**src/rtl/gsbb_pkg.sv**
```systemverilog
// shared types and constants for the greedy size-balanced binning core
// no dependencies
package gsbb_pkg;

    localparam int ID_W      = 16;
    localparam int SIZE_W    = 48;
    localparam int LOAD_W    = 54;
    localparam int CFG_W     = 5;
    localparam int BIN_OUT_W = 4;

    localparam logic [CFG_W-1:0] BIN_COUNT_RST = CFG_W'(2);

    typedef struct packed {
        logic              vld;
        logic [SIZE_W-1:0] size;
        logic [ID_W-1:0]   id;
    } t_item;

    typedef struct packed {
        logic ins;
        logic shift;
    } t_item_ctl;

    typedef struct packed {
        logic init;
        logic step;
    } t_bin_ctl;

endpackage

```
**src/rtl/gsbb_item_cell.sv**
```systemverilog
// one cell of the sorting chain: holds one item, largest size toward the head
// depends on gsbb_pkg
module gsbb_item_cell
    import gsbb_pkg::*;
(
    input  logic      i_clk,
    input  logic      i_rst_n,
    input  t_item_ctl i_ctl,
    input  t_item     i_new,
    input  t_item     i_left,
    input  logic      i_left_keep,
    input  t_item     i_right,
    output t_item     o_data,
    output logic      o_keep
);

    t_item r_data;
    t_item n_data;

    // equal sizes stay ahead of the new item
    assign o_keep = r_data.vld && (r_data.size >= i_new.size);
    assign o_data = r_data;

    always_comb begin
        n_data = r_data;
        priority if (i_ctl.shift) begin
            n_data = i_right;
        end else if (i_ctl.ins) begin
            priority if (o_keep) begin
                n_data = r_data;
            end else if (i_left_keep) begin
                n_data = i_new;
            end else begin
                n_data = i_left;
            end
        end else begin
            n_data = r_data;
        end
    end

    always_ff @(posedge i_clk) begin
        if (!i_rst_n) begin
            r_data.vld <= 1'b0;
        end else begin
            r_data <= n_data;
        end
    end

endmodule

```
**config.mk**
```make
export PLATFORM = sky130hd
export DESIGN_NAME = gsbb_item_cell
export DESIGN_NICKNAME = d
export VERILOG_FILES = /design/src/rtl/gsbb_pkg.sv /design/src/rtl/gsbb_item_cell.sv
export SDC_FILE = /design/constraint.sdc
export NUM_CORES = 1
export LEC_CHECK = 0
export BUFFER_PORTS_ARGS = -buffer_cell sky130_fd_sc_hd__buf_2
export CORE_MARGIN = 4
export CORE_UTILIZATION = 40
export DETAILED_ROUTE_END_ITERATION = 12
export GPL_TIMING_DRIVEN = 0
export PLACE_DENSITY_LB_ADDON = 0.12
export SETUP_SLACK_MARGIN = 0.4
export SLEW_MARGIN = 25
export SYNTH_ARGS = -nofsm -noshare
export SYNTH_HDL_FRONTEND = slang
export SYNTH_SLANG_ARGS = --single-unit
```
**constraint.sdc**
```tcl
create_clock -name i_clk -period 3.7 [get_ports i_clk]
set_input_delay 0.555 -clock i_clk [delete_from_list [all_inputs] [get_ports i_clk]]
set_output_delay 0.555 -clock i_clk [all_outputs]
set_load 0.01 [all_outputs]
```
==> run_results.csv <==
group,metric,value,unit
pwr,p_leak,3.307,nW
setup_path,required,3.14,ns
synthesis,syn_area,4556,µm²
floorplanning,start_util,41.48,%
cts,clock_latency,0.33,ns
sta,timing.fmax,340.9,MHz
route,drtIter0Drc,170,
floorplanning,core_area,10980,µm²
cts,htree_num_levels,3,
floorplanning,io_pins,266,
sta,rsz0062_at_grt,"no",
sta,finalCriticalPeriod,2.933,ns
pwr,power,2.344,mW
synthesis,ys_seq_area_share,42.63,%
global_routing,grt_remaining_overflow,0,
setup_path,end_kind,"output pin",
global_routing,grt_pass1_wl,21.98,mm
synthesis,synth_nets,715,
sta,setup_viol,0,
floorplanning,die_w,114.7,µm
synthesis,synth_cell_types,31,
floorplanning,num_rows,38,
sta,drv_slew,0,
route,drt_pre_antenna_iters,4,
sta,tightest_slew,0.6586,ns
synthesis,ys_warn_count,0,
global_routing,grt_pass1_vias,4489,
cells_and_area,drive_gt1_share,38.32,%
cells_and_area,n_antenna_cell,0,
cells_and_area,syn_to_final_growth,39.96,%
run,cap_viol_max_count,0,
sta,finalHoldViolCount,0,
synthesis,synthTopCellsByArea,"edfxtp_1 (42%), mux2i_1 (14%), ha_1 (13%), o21ai_0 (8.3%), nand2_1 (6.5%)",
route,via_per_inst,4.980,
sta,finClkSkew,0.008947,ns
pwr,ir_drop,0.0002331,V
global_routing,grt_max_degree,47,
route,routedWlPerCell,16.29,µm
sta,slew_headroom,56.09,%
synthesis,synthCells,467,
place,placed_cell_area,6096,µm²
global_routing,grt_use_total,21.32,%
status,outcome,"finished clean",
synthesis,synth_top_area_share,42.19,%
place,port_buffers,265,
cts,post_cts_resized,0,
synthesis,yosysTopAreaCell,"edfxtp_1",
cts,cts_tree,"done",
global_routing,antenna_found_initial,0,
setup_path,worstPathArrival,2.38,ns
worst_hold_path,hold_path_class,"in -> reg",
route,wirelength,14.49,mm
floorplanning,die_y,114.7,µm
synthesis,avgSynthCellArea,9.755,µm²
cts,ctsRootBufferMaster,"clkbuf_16",
place,dpl.hpwl,11.86,mm
route,vias,4427,
cells_and_area,stdcell_area,6376,µm²
cts,clkSinkCount,65,
cells_and_area,layout_commonest_cell,"buf_2",
cells_and_area,mostFrequentLayoutCells,"buf_2 (272), nand2_1 (79), o21ai_0 (76), mux2i_1 (65), edfxtp_1 (64)",
cells_and_area,fin_nets,992,
cts,post_cts_buffers,0,
setup_path,ff2ff_setup_slack,0.93,ns
route,drc,0,
synthesis,synth.ff_latch_count,65,
sta,post-route-period-util,79.28,%
setup_path,cp_max_fo,3,
cts,cts_buffer_depth,2,
cells_and_area,fin_cells,889,
floorplanning,dieArea,13160,µm²
cells_and_area,largest_reg_flops,65,
sta,fin_tns_setup,0,ns
setup_path,startpoint_type,"flip-flop",
cts,cts_buffers,9,
route,drtAntennaViolNets,0,
cts,cts.reportedPaths.clkPinSlew,0.06,ns
cts,holdBufCountCts,0,
place,gp_congestion,0.8403,
setup_path,timing_worst_setup_path_type,"reg -> out",
pwr,power_density,367.6,nW/µm²
place,place_inst,873,
-- metal layers --
layer	up-vias	routed length [µm]	GRT usage (%)
li1	2237	-	-
met3	16	1399	7.082
met5	-	0	0
met1	1981	5595	24.36
met4	0	157	4.930
met2	193	7332	38.57
-- Yosys cell counts --
| cell | number |
|---|---|
| and4_1 | 7 |
| dfxtp_1 | 1 |
| nor3_1 | 2 |
| ha_1 | 48 |
| a22oi_1 | 1 |
| a31oi_1 | 1 |
| a21oi_1 | 20 |
| clkbuf_1 | 14 |
| a21boi_0 | 1 |
| a221oi_1 | 2 |
| and3b_1 | 1 |
| buf_2 | 7 |
| nand4_1 | 4 |
| a221o_1 | 2 |
| or2_1 | 1 |
| o2bb2ai_1 | 1 |
| o211ai_1 | 2 |
| mux2i_1 | 65 |
| o21a_1 | 1 |
| o21ai_0 | 76 |
| o221ai_1 | 1 |
| nor2_1 | 3 |
| nand2_1 | 79 |
| edfxtp_1 | 64 |
| a31oi_2 | 1 |
| nand4b_1 | 1 |
| nor2b_1 | 3 |
| a41o_1 | 1 |
| nand3_1 | 3 |
| and4bb_1 | 1 |
| inv_1 | 53 |
-- final cells by class --
type | instances | area, µm²
Fill cell | 1024 | 4607
Multi-Input combinational cell | 328 | 2338
Sequential cell | 65 | 1942
Timing Repair Buffer | 266 | 1354
Clock buffer | 12 | 236.5
Inverter | 53 | 198.9
Tap cell | 140 | 175.2
Buffer | 21 | 87.58
Clock inverter | 4 | 43.79
-- worst paths after layout --
path                    start          to  cells past startpoint
hold / removal    i_right[46]  o_data[46]                      3
setup / recovery   o_data[59]      o_keep                      8
setup reg to reg   o_data[33]  o_data[13]                      8
hold reg to reg    o_data[64]  o_data[64]                      3
-- per-stage QoR --
stage               util, %  hold slack, ns  setup WS, ns
detailed placement    55.50          0.6880        0.5918
finish                58.05          0.5030        0.7667
global route          58.05          0.5082        0.5804
CTS                   58.05          0.4995        0.7204
global placement      55.16          0.6700       0.03669
floorplan                 -          0.6851        0.7901
-- critical path, cell delays in order (launching register included) --
cell and delay [ns]:
edfxtp_1 0.40, ha_1 0.33, nand4_1 0.15, and4bb_1 0.35
nand4b_1 0.14, a31oi_2 0.23, nor2_1 0.11, a21boi_0 0.17
buf_2 0.17
-- power by group --
part           switching (mW)  total, mW  leakage, nW  internal, mW
Clock                   0.313      0.831        0.138         0.518
Sequential             0.0342      0.943        0.637         0.909
Combinational           0.312      0.570         2.53         0.258
Total                   0.659       2.34         3.31          1.69
-- logic make-up (layout without fill, tap and decap cells) --
group / after synthesis / in the layout / synth area share (%)
AOI/OAI and AO/OA: 110 / 110 / 13.21
and+or+nand+nor: 105 / 105 / 10.41
buffers and inverters: 74 / 356 / 6.289
muxes: 65 / 65 / 14.28
DFF: 65 / 65 / 42.63
adders and majority gates: 48 / 48 / 13.18
(Power assumes the default switching activity.)
