### src/rtl/gsbb_pkg.sv
// shared types and constants for the greedy size-balanced binning core
// no dependencies
package gsbb_pkg;

    localparam int ID_W      = 16;
    localparam int SIZE_W    = 48;
    localparam int LOAD_W    = 54;
    localparam int CFG_W     = 5;
    localparam int BIN_OUT_W = 4;

    localparam logic [CFG_W-1:0] BIN_COUNT_RST = CFG_W'(2);

    typedef struct packed {
        logic              vld;
        logic [SIZE_W-1:0] size;
        logic [ID_W-1:0]   id;
    } t_item;

    typedef struct packed {
        logic ins;
        logic shift;
    } t_item_ctl;

    typedef struct packed {
        logic init;
        logic step;
    } t_bin_ctl;

endpackage

### src/rtl/gsbb_bin_cell.sv
// one cell of the bin chain: bins kept ordered by load then index, least at the head
// depends on gsbb_pkg
module gsbb_bin_cell
    import gsbb_pkg::*;
#(
    parameter int IDX_W = 4
) (
    input  logic              i_clk,
    input  logic              i_rst_n,
    input  t_bin_ctl          i_ctl,
    input  logic              i_init_vld,
    input  logic [IDX_W-1:0]  i_init_idx,
    input  logic [LOAD_W-1:0] i_key_load,
    input  logic [IDX_W-1:0]  i_key_idx,
    input  logic              i_left_lt,
    input  logic              i_right_vld,
    input  logic [LOAD_W-1:0] i_right_load,
    input  logic [IDX_W-1:0]  i_right_idx,
    output logic              o_vld,
    output logic [LOAD_W-1:0] o_load,
    output logic [IDX_W-1:0]  o_idx,
    output logic              o_lt
);

    logic              r_vld;
    logic [LOAD_W-1:0] r_load;
    logic [IDX_W-1:0]  r_idx;
    logic              n_vld;
    logic [LOAD_W-1:0] n_load;
    logic [IDX_W-1:0]  n_idx;

    // right neighbor sorts before the re-inserted head bin
    assign o_lt = i_right_vld &&
                  ((i_right_load < i_key_load) ||
                   ((i_right_load == i_key_load) && (i_right_idx < i_key_idx)));

    assign o_vld  = r_vld;
    assign o_load = r_load;
    assign o_idx  = r_idx;

    always_comb begin
        n_vld  = r_vld;
        n_load = r_load;
        n_idx  = r_idx;
        priority if (i_ctl.init) begin
            n_vld  = i_init_vld;
            n_load = '0;
            n_idx  = i_init_idx;
        end else if (i_ctl.step) begin
            priority if (o_lt) begin
                n_vld  = i_right_vld;
                n_load = i_right_load;
                n_idx  = i_right_idx;
            end else if (i_left_lt) begin
                n_vld  = 1'b1;
                n_load = i_key_load;
                n_idx  = i_key_idx;
            end else begin
                n_vld  = r_vld;
            end
        end else begin
            n_vld  = r_vld;
        end
    end

    always_ff @(posedge i_clk) begin
        if (!i_rst_n) begin
            r_vld <= 1'b0;
        end else begin
            r_vld  <= n_vld;
            r_load <= n_load;
            r_idx  <= n_idx;
        end
    end

endmodule

### config.mk
export PLATFORM = sky130hd
export DESIGN_NAME = gsbb_bin_cell
export DESIGN_NICKNAME = d
export VERILOG_FILES = /design/src/rtl/gsbb_pkg.sv /design/src/rtl/gsbb_bin_cell.sv
export SDC_FILE = /design/constraint.sdc
export NUM_CORES = 1
export LEC_CHECK = 0
export ABC_AREA = 0
export ABC_CLOCK_PERIOD_IN_PS = 14800
export BUFFER_PORTS_ARGS = -buffer_cell sky130_fd_sc_hd__buf_4
export CAP_MARGIN = 25
export CORE_ASPECT_RATIO = 0.75
export CORE_UTILIZATION = 30
export CTS_BUF_LIST = sky130_fd_sc_hd__clkbuf_4 sky130_fd_sc_hd__clkbuf_8 sky130_fd_sc_hd__clkbuf_16
export DETAILED_ROUTE_END_ITERATION = 10
export HOLD_SLACK_MARGIN = 0.06
export PLACE_DENSITY = 0.54
export SLEW_MARGIN = 5
export SYNTH_ARGS = -nofsm -noshare
export SYNTH_HDL_FRONTEND = slang
export SYNTH_SLANG_ARGS = --single-unit
### constraint.sdc
create_clock -name i_clk -period 14.8 [get_ports i_clk]
set_input_delay 2.96 -clock i_clk [delete_from_list [all_inputs] [get_ports i_clk]]
set_output_delay 2.96 -clock i_clk [all_outputs]
set_load 0.05 [all_outputs]
==> run summary, run 1 <==
syn nets = 676
largest net degree at the start of global routing = 83
CTS tree = done
final hold vios = 0
Max-Cap Viols = 0
footprint of the multi-input gates = 0.00269 sq mm
Die W = 149 um
global-route wire length before repair = 21,900 um
P_leak = 0.00301 uW
Residual DRC = 0
Antenna Nets Post-Route = 0
Congestion Overflow GR = 0
nets = 841
Setup crit start kind = input port
post-synth top area share = 35.6%
initial detailed-routing violation count = 236
GRT Total Usage = 16.9%
Slew Viols, Final = 0
worst-case vdd ir drop = 51.9 uV
hold_sp = o_vld
unrepaired setup endpoints after global routing = no
synth unique cells = 39
overall power = 639 uW
insertion delay to the later sink of the worst-skew pair = 0.33 ns
sequential cell area = 0.00176 sq mm
Initial Util = 30.6%
Setup violations, final = 0
Vert. Die Dim = 113 um
Top FF cell, synth = edfxtp_1
vias in the first global route = 4,151
Num Clock Sinks = 59
CTS Buf Count = 9
Clock Skews = 0 ns
worst min path class = reg2reg
via/cell ratio = 4.93
Hold Crit Endpoint = o_vld
reg-to-reg slack, setup = 13.95 ns
drt wl/cell = 16.1 um
Tcrit/Tclk final = 55.4%
worst r2r src = o_vld
Adder-Cell Fraction of Synth Area = 14.6%
CTS resizes = 0
cell taking the most area after synthesis = edfxtp_1
Synth Register Bits = 59
mux share of post-synthesis cell area = 0.205%
synthesized area = 0.00489 sq mm
Die Area = 0.0168 sq mm
Post-synth ARST share = 0%
Routability Congestion = 0.782
# IOs = 187
critical path arrival = 5.24 ns
total number of vias = 4,295
hold buffers post-CTS = 0
fillcell total = 1,585
status = complete, no violations
actual slew at the worst max-slew pin = 0.914 ns
Worst slew margin = 39.1%
Crit Path Max Fanout = 34
Post-Route WL = 14,100 um
Root Driver = clkbuf_16
fraction of layout cells with a size suffix above 1 = 36.0%
Core Footprint = 0.0160 sq mm
Max Freq = 122 MHz
Cell Pwr Density = 95.0 mW/mm^2
Post-Synth XOR/XNOR Area = 0%
count of antenna diodes in the layout = 0
synth cell count leaders = inv_1 (62), nor2b_1 (60), o21ai_0 (59), edfxtp_1 (58), ha_1 (57)
Mean Syn Cell Area = 9.93 sq um
count leader, synth = inv_1
initial antenna violation count = 0
post-synthesis sequential area ratio = 36.0%
Post-synth EDFFs = 58
WS Path Type = in2out
Hold Path Depth = 2
post-CTS setup buffer count = 0
hpwl dp = 10,400 um
DRT Pass-1 Iters = 5
Compound-Gate Fraction of Synth Area = 25.7%
num rows = 40
Synth area leaders = edfxtp_1 (36%), ha_1 (15%), nor2b_1 (7.7%)
H-Tree Depth = 3
simple-gate share of the synthesized area = 14.2%
Worst-path clk slew = 0.05 ns
largest family of logic cells by synthesized area = compound AO/OA/AOI/OAI gates
endpoint type of the worst setup path = primary output
synth warn = 0
Longest Clk Path Bufs = 2
min Tclk post-route = 8.20 ns
Port-buffer cells = 186
Final TNS setup = 0 ns
Mapped Cells = 492
reg-to-reg endpoint = o_vld
Reg2Reg Depth = 2
area added between synthesis and finish = 37.6%
CP required = 11.84 ns
-- where the power goes --
group          internal, uW  switching (uW)  total, uW
combinational          75.8             126        202
sequential              206            5.38        211
clock                   150            75.3        226
-- cell type report --
cell class | count | area share, %
Tap cell | 210 | 3.91
Clock buffer | 11 | 3.57
Inverter | 62 | 3.46
Timing Repair Buffer | 191 | 21.6
Sequential cell | 59 | 26.2
Multi-Input combinational cell | 334 | 40.1
Clock inverter | 5 | 1.15
-- worst max-delay path by stage --
stage	startpoint	to	slack (ns)	depth (start not counted)
floorplan	i_key_load[41]	o_idx[0]	6.97	10
global placement	i_key_load[4]	o_lt	6.60	11
detailed placement	i_key_load[52]	o_lt	6.58	10
CTS	i_key_load[53]	o_lt	6.56	10
global route	i_key_load[52]	o_lt	6.39	10
finish	i_key_load[52]	o_lt	6.60	10
-- placed cells by master (no fill, tap or decap), types with 2 or more instances in the layout --
master and n:
o41ai_2 23, a221oi_1 5, edfxtp_1 58, o21ai_1 6
clkbuf_4 2, clkinv_2 2, nor3_1 2, clkbuf_16 9
o41ai_1 30, a21oi_1 30, nand4_2 2, nor2_1 6
nand2b_1 6, buf_4 190, inv_1 62, nand3_1 6
nand2_1 14, nand4_1 4, ha_1 57, nor2b_1 60
bufinv_16 2, o21ai_0 59, and4_1 8
-- worst max-delay path, stage by stage --
cell and delay (ns):
buf_4 0.08, inv_1 0.06, ha_1 0.31, nand4_2 0.15
nor4_4 0.42, and4_4 0.33, o2111a_4 0.46, nor2_1 0.19
inv_1 0.08, buf_4 0.19
-- metrics by stage --
stage	utilization, %	setup slack [ns]	std cells	hold WS, ns	area, sq um
6_report	42.1	6.60	872	0.577	6720
5_1_grt	42.1	6.39	872	0.608	6720
4_1_cts	42.1	6.56	872	0.576	6720
3_5_place_dp	40.1	6.58	856	0.560	6400
3_3_place_gp	39.9	6.60	855	0.547	6380
2_1_floorplan	-	6.97	492	0.822	4890
-- kinds of logic after synthesis --
kind of cell | after synthesis
muxes | 1
AOI/OAI and AO/OA | 164
adders and majority gates | 57
and+or+nand+nor | 112
DFF | 59
buffers and inverters | 99
-- registers in the layout, indices dropped and copies added, names as in the netlist --
register and count:
o_idx 4, o_load 54, o_vld 1
-- layer usage --
layer / track usage, % / wire length (um)
met5: 0 / 0
met4: 4.97 / 79
met3: 5.57 / 1010
met2: 25.5 / 6280
met1: 22.9 / 6700
No activity file was read; power rests on OpenSTA's default activity.
==> run 2: changes to the inputs <==
--- a/config.mk
+++ b/config.mk
@@ -6,7 +6,7 @@
 export NUM_CORES = 1
 export LEC_CHECK = 0
 export ABC_AREA = 0
-export ABC_CLOCK_PERIOD_IN_PS = 14800
+export ABC_CLOCK_PERIOD_IN_PS = 6650
 export BUFFER_PORTS_ARGS = -buffer_cell sky130_fd_sc_hd__buf_4
 export CAP_MARGIN = 25
 export CORE_ASPECT_RATIO = 0.75
@@ -14,7 +14,7 @@
 export CTS_BUF_LIST = sky130_fd_sc_hd__clkbuf_4 sky130_fd_sc_hd__clkbuf_8 sky130_fd_sc_hd__clkbuf_16
 export DETAILED_ROUTE_END_ITERATION = 10
 export HOLD_SLACK_MARGIN = 0.06
-export PLACE_DENSITY = 0.54
+export PLACE_DENSITY = 0.56
 export SLEW_MARGIN = 5
 export SYNTH_ARGS = -nofsm -noshare
 export SYNTH_HDL_FRONTEND = slang
==> constraint.sdc (replaced) <==
create_clock -name i_clk -period 6.65 [get_ports i_clk]
set_input_delay 1.33 -clock i_clk [delete_from_list [all_inputs] [get_ports i_clk]]
set_output_delay 1.33 -clock i_clk [all_outputs]
set_load 0.05 [all_outputs]
==> run 2 against run 1 <==
Sequential cell count did not move; clock power rose by 89%; die area did not move; largest power group is now registers.
==> run summary, run 2 (same netlist as run 1, synthesis figures left out) <==
final hold vios = 0
critical path arrival = 3.58 ns
H-Tree Depth = 3
switching fraction of total power = 34.1%
most frequent cells in the layout = buf_4 (191), inv_1 (62), nor2b_1 (60), o21ai_0 (59), edfxtp_1 (58)
hold_sp = o_vld
CTS tree = done
WS Path Type = in2out
Routability Congestion = 0.816
hpwl dp = 10,200 um
reg-to-reg endpoint = o_vld
Worst slew margin = 48.5%
Longest Clk Path Bufs = 2
Die W = 149 um
Die Area = 0.0168 sq mm
initial antenna violation count = 0
Slew Viols, Final = 0
Worst-path clk slew = 0.05 ns
worst r2r src = o_vld
count of antenna diodes in the layout = 0
Internal Pwr Total = 885 uW
Vert. Die Dim = 113 um
drt wl/cell = 15.7 um
Post-Layout Cell Count = 873
Num Clock Sinks = 59
global-route wire length before repair = 21,300 um
reg-to-reg slack, setup = 5.80 ns
DRT Pass-1 Iters = 4
area added between synthesis and finish = 36.5%
Logic pwr share = 33.3%
setup slack after layout = 1.74 ns
post-CTS setup buffer count = 0
Post-Route WL = 13,700 um
Flop pwr share = 34.9%
CP required = 5.32 ns
GRT Total Usage = 16.4%
Congestion Overflow GR = 0
Setup violations, final = 0
total number of vias = 4,275
Reg2Reg Depth = 2
Hold Crit Endpoint = o_vld
Clock power frac = 31.8%
Finished Core Util = 41.8%
CTS Buf Count = 9
Max Freq = 204 MHz
slowest stage cell, crit path = nor4_4
Clock Skews = 0 ns
largest net degree at the start of global routing = 63
Root Driver = clkbuf_16
worst min path class = reg2reg
# IOs = 187
Hold Path Depth = 2
Core Footprint = 0.0160 sq mm
Crit Path Max Fanout = 4
insertion delay to the later sink of the worst-skew pair = 0.33 ns
Max-Cap Viols = 0
Setup crit start kind = input port
worst-case vdd ir drop = 99.8 uV
sw power = 458 uW
CP bufs+invs = 5
via/cell ratio = 4.90
critical path, cell by cell = buf_4 -> inv_1 -> ha_1 -> nand4_2 -> nor4_4 -> inv_1 -> o22ai_1 -> a211oi_4 -> nor2_1 -> inv_1 -> buf_4
Place WS = 1.70 ns
Residual DRC = 0
commonest non-fill, non-tap cell in the layout = buf_4
num rows = 40
P_leak = 0.00299 uW
Final TNS setup = 0 ns
CP top delay family = simple AND/OR/NAND/NOR gates
Antenna Nets Post-Route = 0
worst stage delay on the critical path = 0.46 ns
placed cell count = 857
CTS resizes = 0
min Tclk post-route = 4.91 ns
fillcell total = 1,585
Cell Pwr Density = 201 mW/mm^2
unrepaired setup endpoints after global routing = no
vias in the first global route = 4,138
initial detailed-routing violation count = 194
status = complete, no violations
Tcrit/Tclk final = 73.8%
nets = 842
endpoint type of the worst setup path = primary output
Crit path top cell by count = inv_1
hold buffers post-CTS = 0
Port-buffer cells = 186
Initial Util = 30.6%
fraction of layout cells with a size suffix above 1 = 35.7%
max reg flops = 54
actual slew at the worst max-slew pin = 0.771 ns
## run 2: cell types whose count changed in the layout (fill, tap and decap cells not counted), sizes merged
cell,change
buf,+1
clkbuf,+1
clkinv,+2
bufinv,-2
clkinvlp,-1
## run 2: worst max path at each step
stage                         startpoint        to  cells after the start
final                     i_key_load[53]      o_lt                     11
after global routing      i_key_load[52]      o_lt                     11
after CTS                 i_key_load[53]      o_lt                     11
after global placement    i_key_load[53]      o_lt                     11
after detailed placement  i_key_load[53]      o_lt                     11
after floorplan           i_key_load[41]  o_idx[0]                     10
## run 2: metrics by stage
step / power (uW) / hold slack, ns / cell area (sq um)
after floorplan: 769 / 0.822 / 4890
after detailed placement: 928 / 0.577 / 6400
after global placement: 923 / 0.548 / 6400
after global routing: 1410 / 0.674 / 6670
after CTS: 1370 / 0.595 / 6670
final: 1340 / 0.593 / 6670
## run 2: power groups by stage
stage | Clock [uW] | Sequential [uW] | Combinational (uW)
final | 427 | 469 | 448
after global routing | 456 | 473 | 483
after CTS | 445 | 470 | 452
after detailed placement | 0 | 477 | 451
after global placement | 0 | 476 | 447
after floorplan | 0 | 613 | 156
## run 2: layout make-up
cell class	count	area, sq um	area share, %
timing repair buffer	192	1450	21.8
clock inverter	4	17.5	0.263
sequential	59	1760	26.4
inverter	62	233	3.49
tap	210	263	3.94
multi-input combinational	334	2690	40.4
clock buffer	12	248	3.71
## run 2: tightest hold or removal path, cell delays in order (launching register included)
cell and delay [ns]:
dfxtp_1 0.36, nor3_1 0.07, a21oi_1 0.13
## run 2: routing by layer
layer / up-vias / part of all wire, % / track usage (%)
met1: 1967 / 48 / 21.7
met4: 0 / 1.2 / 4.76
met2: 117 / 43 / 24.9
met3: 13 / 8.0 / 5.98
li1: 2178 / - / -
met5: - / 0 / 0
